==> src/rtl/length_prefixed_packet_ring_assert.svh <==
// Assertion macros for the length-prefixed packet ring.
// Included by the top level; needs nothing else.
`ifndef LENGTH_PREFIXED_PACKET_RING_ASSERT_SVH
`define LENGTH_PREFIXED_PACKET_RING_ASSERT_SVH

// The consequent must hold in the same cycle as the antecedent.
`define LPPR_ASSERT_NOW(lbl, clk, rst, cond, res) \
   lbl: assert property (@(posedge clk) disable iff (rst) (cond) |-> (res)) \
      else $error("length_prefixed_packet_ring: check failed");

// The consequent must hold in the cycle after the antecedent.
`define LPPR_ASSERT_NEXT(lbl, clk, rst, cond, res) \
   lbl: assert property (@(posedge clk) disable iff (rst) (cond) |=> (res)) \
      else $error("length_prefixed_packet_ring: check failed");

`endif

==> src/rtl/lppr_pkg.sv <==
// Shared types and constants for the length-prefixed packet ring.
// Used by the controller, the datapath and the top level; depends on nothing.
package lppr_pkg;

   localparam int BYTE_W = 8;
   localparam int LEN_W  = 13;
   localparam int STS_W  = 2;

   // Saturation point of the pending packet length.
   localparam logic [LEN_W-1:0] LEN_MAX   = 13'h1FFF;
   localparam logic [LEN_W-1:0] MAX_RESET = 13'd1024;

   localparam logic [STS_W-1:0] STATUS_OK        = 2'd0;
   localparam logic [STS_W-1:0] STATUS_COMMITTED = 2'd1;
   localparam logic [STS_W-1:0] STATUS_DROPPED   = 2'd2;
   localparam logic [STS_W-1:0] STATUS_EMPTY     = 2'd3;

   typedef enum logic [2:0] {
      ST_IDLE,
      ST_EXEC,
      ST_HDR_WR,
      ST_HDR_CAP,
      ST_HDR_END,
      ST_DATA_CAP
   } state_type;

   typedef enum logic [2:0] {
      RSP_OK,
      RSP_COMMIT,
      RSP_DROP,
      RSP_EMPTY,
      RSP_BYTE
   } rsp_kind_type;

   // Commands from the controller to the datapath.
   typedef struct packed {
      logic         item_load;
      logic         push_step;
      logic         pkt_drop;
      logic         hdr_write;
      logic         commit;
      logic         cnt_inc;
      logic         pop_rd;
      logic         hdr_cap;
      logic         hdr_done;
      logic         data_cap;
      logic         rsp_load;
      rsp_kind_type rsp_kind;
   } cmd_type;

   // Status from the datapath to the controller.
   typedef struct packed {
      logic is_pop;
      logic eop;
      logic push_fits;
      logic in_packet;
      logic ring_empty;
      logic cnt_last;
      logic len_zero;
      logic out_free;
   } sts_type;

endpackage

==> src/rtl/lppr_ctrl.sv <==
// Controller state machine of the length-prefixed packet ring.
// Uses lppr_pkg for the state, command and status types.
module lppr_ctrl (
   input  logic              clock,
   input  logic              reset,
   input  logic              req_valid,
   output logic              req_stall,
   input  lppr_pkg::sts_type sts,
   output lppr_pkg::cmd_type cmd
);

   lppr_pkg::state_type state_ff;
   lppr_pkg::state_type state_in;

   always_ff @(posedge clock) begin
      if (reset) begin
         state_ff <= lppr_pkg::ST_IDLE;
      end else begin
         state_ff <= state_in;
      end
   end

   always_comb begin
      cmd          = '0;
      cmd.rsp_kind = lppr_pkg::RSP_OK;
      state_in     = state_ff;
      req_stall    = (state_ff != lppr_pkg::ST_IDLE);
      case (state_ff)
         lppr_pkg::ST_IDLE: begin
            if (req_valid) begin
               cmd.item_load = 1'b1;
               state_in      = lppr_pkg::ST_EXEC;
            end
         end
         lppr_pkg::ST_EXEC: begin
            if (!sts.is_pop) begin
               if (sts.eop && sts.push_fits) begin
                  cmd.push_step = 1'b1;
                  state_in      = lppr_pkg::ST_HDR_WR;
               end else if (sts.out_free) begin
                  cmd.push_step = 1'b1;
                  cmd.pkt_drop  = sts.eop;
                  cmd.rsp_load  = 1'b1;
                  cmd.rsp_kind  = sts.eop ? lppr_pkg::RSP_DROP : lppr_pkg::RSP_OK;
                  state_in      = lppr_pkg::ST_IDLE;
               end
            end else if (sts.in_packet) begin
               cmd.pop_rd = 1'b1;
               state_in   = lppr_pkg::ST_DATA_CAP;
            end else if (sts.ring_empty) begin
               if (sts.out_free) begin
                  cmd.rsp_load = 1'b1;
                  cmd.rsp_kind = lppr_pkg::RSP_EMPTY;
                  state_in     = lppr_pkg::ST_IDLE;
               end
            end else begin
               cmd.pop_rd = 1'b1;
               state_in   = lppr_pkg::ST_HDR_CAP;
            end
         end
         lppr_pkg::ST_HDR_WR: begin
            if (!sts.cnt_last) begin
               cmd.hdr_write = 1'b1;
               cmd.cnt_inc   = 1'b1;
            end else if (sts.out_free) begin
               cmd.hdr_write = 1'b1;
               cmd.commit    = 1'b1;
               cmd.rsp_load  = 1'b1;
               cmd.rsp_kind  = lppr_pkg::RSP_COMMIT;
               state_in      = lppr_pkg::ST_IDLE;
            end
         end
         lppr_pkg::ST_HDR_CAP: begin
            cmd.hdr_cap = 1'b1;
            if (sts.cnt_last) begin
               state_in = lppr_pkg::ST_HDR_END;
            end else begin
               cmd.cnt_inc = 1'b1;
               cmd.pop_rd  = 1'b1;
            end
         end
         lppr_pkg::ST_HDR_END: begin
            cmd.hdr_done = 1'b1;
            if (!sts.len_zero) begin
               cmd.pop_rd = 1'b1;
               state_in   = lppr_pkg::ST_DATA_CAP;
            end else if (sts.out_free) begin
               cmd.rsp_load = 1'b1;
               cmd.rsp_kind = lppr_pkg::RSP_OK;
               state_in     = lppr_pkg::ST_IDLE;
            end
         end
         lppr_pkg::ST_DATA_CAP: begin
            if (sts.out_free) begin
               cmd.data_cap = 1'b1;
               cmd.rsp_load = 1'b1;
               cmd.rsp_kind = lppr_pkg::RSP_BYTE;
               state_in     = lppr_pkg::ST_IDLE;
            end
         end
         default: begin
            state_in = lppr_pkg::ST_IDLE;
         end
      endcase
   end

endmodule

==> config.mk <==
export PLATFORM = sky130hd
export DESIGN_NAME = lppr_ctrl
export DESIGN_NICKNAME = d
export VERILOG_FILES = /design/src/rtl/length_prefixed_packet_ring_assert.svh /design/src/rtl/lppr_pkg.sv /design/src/rtl/lppr_ctrl.sv
export SDC_FILE = /design/constraint.sdc
export NUM_CORES = 1
export LEC_CHECK = 0
export BUFFER_PORTS_ARGS = -buffer_cell sky130_fd_sc_hd__buf_2
export CORE_AREA = 10 10 47 49
export CTS_BUF_LIST = sky130_fd_sc_hd__clkbuf_8
export CTS_CLUSTER_DIAMETER = 100
export DETAILED_ROUTE_END_ITERATION = 7
export DIE_AREA = 0 0 57 59
export GPL_ROUTABILITY_DRIVEN = 1
export MAX_ROUTING_LAYER = met4
export PLACE_DENSITY = 0.6
export SLEW_MARGIN = 20
export SYNTH_ARGS = -nofsm -noshare
export SYNTH_HDL_FRONTEND = slang
export SYNTH_SLANG_ARGS = --single-unit
==> constraint.sdc <==
create_clock -name clock -period 2.29 [get_ports clock]
set_clock_uncertainty 0.15 [all_clocks]
set_input_delay 0.3435 -clock clock [delete_from_list [all_inputs] [get_ports clock]]
set_output_delay 0.3435 -clock clock [all_outputs]
set_load 0.03 [all_outputs]
Word-level counts from Yosys, hierarchy flattened
Cells that the tools add are included.

operators by class
  equal/unequal tests = 8
  multiplexer cells = 45
  reduce and logical (&&, ||, !) cells = 4

operators by type and width
  cell                  count
  $mux W4               10
  $mux W3               9
  $pmux W3 S6           1
  $pmux W4 S4           1
  $mux W1               14
  $mux W2               7
  $eq A3 B2 Y1 const B  2
  $eq A3 B3 Y1 const B  2
  $ne A2 B2 Y1 const B  3
  $mux W5               1
  $eq A3 B1 Y1 const B  1
  $logic_not A3 Y1      1
  $pmux W1 S3           1
  $reduce_and A3 Y1     1
  $reduce_bool A3 Y1    1
  $pmux W1 S2           1
  $logic_and A1 B1 Y1   1

word-level totals
  flip-flop bits (word level) = 3
  word-level logic and storage cells = 58

Logic depth before layout (Yosys ltp)
Gate-level depths: netlist of run 1.

  depth in word-level cells = 5
  gate-level depth with buffers = 5

Worst setup path before layout of run 1
Ideal clock, no wire load.

  kind = register -> output
  start point = register state_ff[1]
  end point = output cmd[7] (netlist name)
  arrival = 1.514 ns
  data required time = 1.796 ns
  path slack = 0.283 ns
  buffers on the path = 1
  stages on the path, launching flop included = 5
  path through = dfxtp_1 > buf_2 > inv_2 > nand2_1 > o32ai_1

RTL lines
  element                 line             text
  from (decl)             lppr_ctrl.sv:12  lppr_pkg::state_type state_ff;
  from (signal assigned)  lppr_ctrl.sv:17  state_ff <= lppr_pkg::ST_IDLE;
  from (signal assigned)  lppr_ctrl.sv:19  state_ff <= state_in;
  to (decl)               lppr_ctrl.sv:9   output lppr_pkg::cmd_type cmd

==> out/qor.txt, run 1 <==
Seq/Total Area, Yosys - 13.8%
Antenna-violating nets left - 0
Share of layout cells above drive strength 1 - 33.0%
Ports - 26
H-Tree Depth - 1
Max Clk Rate - 0.480 GHz
DRT Wirelength - 1450 um
YS warnings - 0
FF-to-FF setup slack - 660 ps
Initial Utilization - 31.0%
Dpl ws - 419 ps
IR drop worst, VDD - 0.000475 V
First-pass GRT wire length - 2410 um
Worst slew margin - 68.9%
Cell taking the most area after synthesis - dfxtp_1
Startpoint types - flop
Vias in the first global route - 554
Setup ws final - 208 ps
Pin count of the biggest net entering global routing - 17
Crit-path max FO - 16
RSZ-0062 raised after global routing - false
Max FFs per register - 3
Nets - 106
Placed cell areas - 559 um2
CP max stage delay - 600 ps
Setup Buffers After CTS - 0
Top layer in use - met3
# rows - 14
Critical path origin - state_ff[0]
Post-CTS sizing - 0
Total CTS buffers - 3
HP Class - input pin to flop
Drt drc - 0
Post-Synthesis Cells - 69
Met1 WL - 649 um
Grt ovf - 0
Cell area after synthesis - 434 um2
RD Place Congestion - 0.872
Vias after detailed routing - 569
WL/cell - 13.2 um
Design Area, Final - 604 um2
Arr. time, crit path - 1590 ps
Hold path cells - 2
IO Port Bufs - 25
Met3 routed WL - 91 um
Count leader, synth - nand2_1
Cell chosen for the clock root - clkbuf_8
Crit share post-route - 90.9%
Initial antenna violation count - 0
Critical Path RT - 1800 ps
Setup TNS - 0 ps
Worst-margin pin slew - 465 ps
Diodes inserted - 0
Crit-path leading delay family - flip-flops
Worst hold path startpoint - reset
Met2 wire length - 710 um
Largest cells by area after synthesis - dfxtp_1 (14%), a21oi_1 (12%), nand2_1 (9.5%), nor2_1 (6.9%), nand3b_1 (5.2%)
Placed cells - 106
Final count of pins violating max slew - 0
Final setup fails - 0
Total GRT Usage - 8.59%
Power per cell area - 523 nW/um2
Die X - 57 um
Syn nets - 80
Reg2reg path depth - 4
Max Root-Sink Buffers - 2
DRT iter0 DRCs - 12
Post-route insts no fill - 110
Drt first pass iters - 4
Layout fillers - 159
Post-synthesis async set-or-reset flop share - 0%
Reg2reg end - state_ff[0]
Crit-path cells - nor3b_2, a31oi_1, o22ai_1, buf_2
Number of clock sinks - 3
Max-cap violations - 0
Largest Register - state_ff
Synth Register Bits - 3
Hold Buf Count CTS - 0
Mean area per synthesized cell - 6.29 um2
Clock transition at path regs - 30 ps
Area growth syn-to-layout - 39.2%
Period minus WS final - 2080 ps
R2R Path Start - state_ff[0]
CTS tree - built
Count of cell types in the netlist - 28
Core area - 1400 um2
Slowest cell on the critical path - dfxtp_1
Synth cell count leaders - nand2_1 (11), a21oi_1 (10), nor2_1 (8)
Synth Flop Type - dfxtp_1
Final HPWL DP - 1160 um
Hold Violations, Final - 0
Endpoint type of the worst setup path - output port
Worst-skew pair later-pin latency - 210 ps
Top Registers - state_ff: 3 flops
Die Ht - 59 um
Critical path buffers and inverters - 1
Outcome - complete, no violations
Hold EP - state_ff[2]
Top-area cell type share of the netlist area - 13.8%
Die ar. - 3360 um2
Crit path kind - flop to output port
Vias per std cell - 5.17
Post-synth EDFFs - 0
Leakage power - 0.301 nW
-- final cells by class --
cell class	count	area, um2	share of cell area, %
Tap cell	16	20.0	3.31
Clock inverter	1	3.75	0.621
Sequential cell	3	60.1	9.94
Timing Repair Buffer	25	125	20.7
Inverter	3	11.3	1.86
Clock buffer	3	41.3	6.83
Multi-Input combinational cell	59	343	56.7
-- metal layers --
| metal | track usage, % | up-vias |
|---|---|---|
| met2 | 13.5 | 14 |
| met3 | 2.58 | 0 |
| met5 | - | - |
| met4 | 3.02 | 0 |
| li1 | - | 298 |
| met1 | 10.2 | 257 |
-- worst max-delay path by stage --
stage	slack, ps	cells past startpoint	endpoint
detailed placement	420	4	cmd[3]
CTS	200	4	cmd[3]
global placement	490	4	cmd[3]
finish	210	4	cmd[3]
global route	50	4	cmd[3]
floorplan	280	4	cmd[7]
-- power by group --
group           total, W  switching, W  leakage (nW)  internal, W
Sequential     0.0000671     0.0000112        0.0245    0.0000559
Clock           0.000145     0.0000314        0.0269     0.000114
Combinational   0.000104     0.0000634         0.249    0.0000403
-- layout by cell type, fill, tap and decap left out --
cell / instances
o22a_1: 1
nand3_1: 1
inv_2: 1
o32ai_1: 2
a31o_1: 1
clkbuf_8: 3
nor2_1: 8
dfxtp_1: 3
o31ai_1: 1
and3_1: 1
a21oi_1: 10
nand2b_4: 1
and3b_1: 1
nor2b_1: 1
o21ai_1: 1
nor3b_2: 1
nand2_1: 11
o21ai_0: 1
nand3b_1: 3
buf_2: 25
a31oi_1: 1
inv_1: 3
nand2b_1: 3
a221oi_1: 1
o22ai_1: 2
o21a_1: 2
a22o_1: 1
nor3_1: 3
or3b_1: 1
-- worst reg2reg max path, cell delays in order, from the launching register on --
cell and delay (ps):
dfxtp_1 600, nand2b_1 170, nand2b_4 170, o32ai_1 310, a22o_1 170
-- through the flow --
step	utilization, %	power (W)	hold WS (ps)
after global placement	39.9	0.000170	409
final	43.1	0.000316	185
after CTS	43.1	0.000322	186
after floorplan	-	0.000140	272
after global routing	43.1	0.000339	197
after detailed placement	39.9	0.000172	409
-- cells by family (layout without fill, tap and decap cells) --
group / count (synthesis) / count (layout) / share of synthesized area [%]
AO/OA/AOI/OAI: 24 / 24 / 35.4
buffers and inverters: 7 / 32 / 7.20
flip-flops: 3 / 3 / 13.8
AND/OR/NAND/NOR: 35 / 35 / 43.5
Power figures use the tool's default switching activity.
==> inputs of run 2 (changes only) <==
MAX_ROUTING_LAYER = default   (was met4)
==> out/qor.txt, run 2 (synthesis gave the netlist of run 1 again) <==
Outcome - complete, no violations (unchanged)
Diodes inserted - 0 (unchanged)
Grt ovf - 0 (unchanged)
RSZ-0062 raised after global routing - false (unchanged)
R2R Path Start - state_ff[0] (unchanged)
Cell chosen for the clock root - clkbuf_8 (unchanged)
Crit share post-route - 91.3% (was 90.9%)
Antenna-violating nets left - 0 (unchanged)
Post-CTS sizing - 0 (unchanged)
Total power - 0.000316 W (about the same)
IO Port Bufs - 25 (unchanged)
Crit path kind - flop to output port (unchanged)
Ports - 26 (unchanged)
Storage cell area - 60.1 um2 (unchanged)
Arr. time, crit path - 1600 ps (was 1590 ps)
Max Clk Rate - 0.478 GHz (was 0.480 GHz)
Worst slew margin - 68.2% (was 68.9%)
Final setup fails - 0 (unchanged)
Setup ws final - 200 ps (was 208 ps)
Most frequent cells in the layout - buf_2 (25), nand2_1 (11), a21oi_1 (10) (unchanged)
Initial Utilization - 31.0% (unchanged)
First-pass GRT wire length - 2410 um (unchanged)
DRT Wirelength - 1450 um (about the same)
Drt first pass iters - 4 (unchanged)
Period minus WS final - 2090 ps (was 2080 ps)
Critical path origin - state_ff[0] (unchanged)
Hold Buf Count CTS - 0 (unchanged)
Area growth syn-to-layout - 39.2% (unchanged)
Largest Register - state_ff (unchanged)
Drt drc - 0 (unchanged)
Crit path capture - cmd[3] (unchanged)
Final HPWL DP - 1160 um (unchanged)
RD Place Congestion - 0.858 (was 0.872)
Leakage power - 0.301 nW (unchanged)
Total GRT Usage - 8.36% (was 8.59%)
IR drop worst, VDD - 0.000475 V (about the same)
Max-cap violations - 0 (unchanged)
Setup TNS - 0 ps (unchanged)
Design Area, Final - 604 um2 (unchanged)
Setup Buffers After CTS - 0 (unchanged)
Reg2reg end - state_ff[0] (unchanged)
Die ar. - 3360 um2 (unchanged)
Layout fillers - 159 (unchanged)
DRT iter0 DRCs - 12 (unchanged)
Number of clock sinks - 3 (unchanged)
Top Registers - state_ff: 3 flops (unchanged)
Vias after detailed routing - 567 (was 569)
Final count of pins violating max slew - 0 (unchanged)
Area of the multi-input gates - 343 um2 (unchanged)
Share of layout cells above drive strength 1 - 33.0% (unchanged)
Die X - 57 um (unchanged)
Initial antenna violation count - 0 (unchanged)
Commonest non-fill, non-tap cell in the layout - buf_2 (unchanged)
HP Class - input pin to flop (unchanged)
WL/cell - 13.1 um (was 13.2 um)
Total CTS buffers - 3 (unchanged)
CTS tree - built (unchanged)
Crit-path max FO - 16 (unchanged)
Nets - 106 (unchanged)
Worst-margin pin slew - 476 ps (was 465 ps)
Die Ht - 59 um (unchanged)
Critical Path RT - 1800 ps (about the same)
Slowest cell on the critical path - dfxtp_1 (unchanged)
Reg2reg path depth - 4 (unchanged)
Hold path cells - 2 (unchanged)
Hold Violations, Final - 0 (unchanged)
Vias per std cell - 5.15 (was 5.17)
Clock transition at path regs - 30 ps (about the same)
H-Tree Depth - 1 (unchanged)
FF-to-FF setup slack - 650 ps (was 660 ps)
Placed cell areas - 559 um2 (unchanged)
Worst-skew pair later-pin latency - 210 ps (about the same)
Max Root-Sink Buffers - 2 (unchanged)
CP max stage delay - 600 ps (about the same)
Core area - 1400 um2 (unchanged)
Vias in the first global route - 556 (was 554)
Max FFs per register - 3 (unchanged)
Pin count of the biggest net entering global routing - 17 (unchanged)
Startpoint types - flop (unchanged)
Dpl ws - 419 ps (unchanged)
# rows - 14 (unchanged)
Endpoint type of the worst setup path - output port (unchanged)
Crit-path cells - nor3b_2, a31oi_1, o22ai_1, buf_2 (unchanged)
Power per cell area - 522 nW/um2 (was 523 nW/um2)
[run 2: cell counts in the layout (fill, tap and decap cells not counted)]
No cell type changed its count.
[run 2: final cells by class]
class	count	share of cell area (%)
Timing Repair Buffer	25	20.7
Sequential cell	3	9.94
Inverter	3	1.86
Clock buffer	3	6.83
Tap cell	16	3.31
Clock inverter	1	0.621
Multi-Input combinational cell	59	56.7
[run 2: stage by stage]
step | hold slack [ps] | std cells | util [%]
floorplan | 272 | 69 | -
global placement | 409 | 106 | 39.9
detailed placement | 409 | 106 | 39.9
CTS | 186 | 110 | 43.1
global route | 197 | 110 | 43.1
finish | 186 | 110 | 43.1
[run 2: critical path: cells and delay by family, from the launching register on]
kind,cells,cell delay (ps)
buffers and inverters,1,220
AND/OR/NAND/NOR,1,310
flip-flops,1,600
AO/OA/AOI/OAI,2,250
[run 2: how the worst min path moves through the flow]
stage | startpoint | to | slack (ps)
2_1_floorplan | reset | state_ff[2] | 270
3_3_place_gp | reset | state_ff[2] | 410
3_5_place_dp | reset | state_ff[2] | 410
4_1_cts | reset | state_ff[2] | 190
5_1_grt | reset | state_ff[2] | 200
6_report | reset | state_ff[2] | 190
[run 2: routing by layer]
layer | part of all wire, % | track usage, % | wire length (um) | vias up
met2 | 50 | 13.5 | 726 | 16
li1 | - | - | - | 298
met1 | 41 | 9.56 | 591 | 253
met5 | 0 | 0 | 0 | -
met4 | 0 | 3.02 | 0 | 0
met3 | 8.9 | 3.65 | 128 | 0
[run 2: report_power, final]
group	total, W	switching (W)	internal, W
clock	0.000145	0.0000312	0.000114
sequential	0.0000672	0.0000113	0.0000559
combinational	0.000103	0.0000632	0.0000403
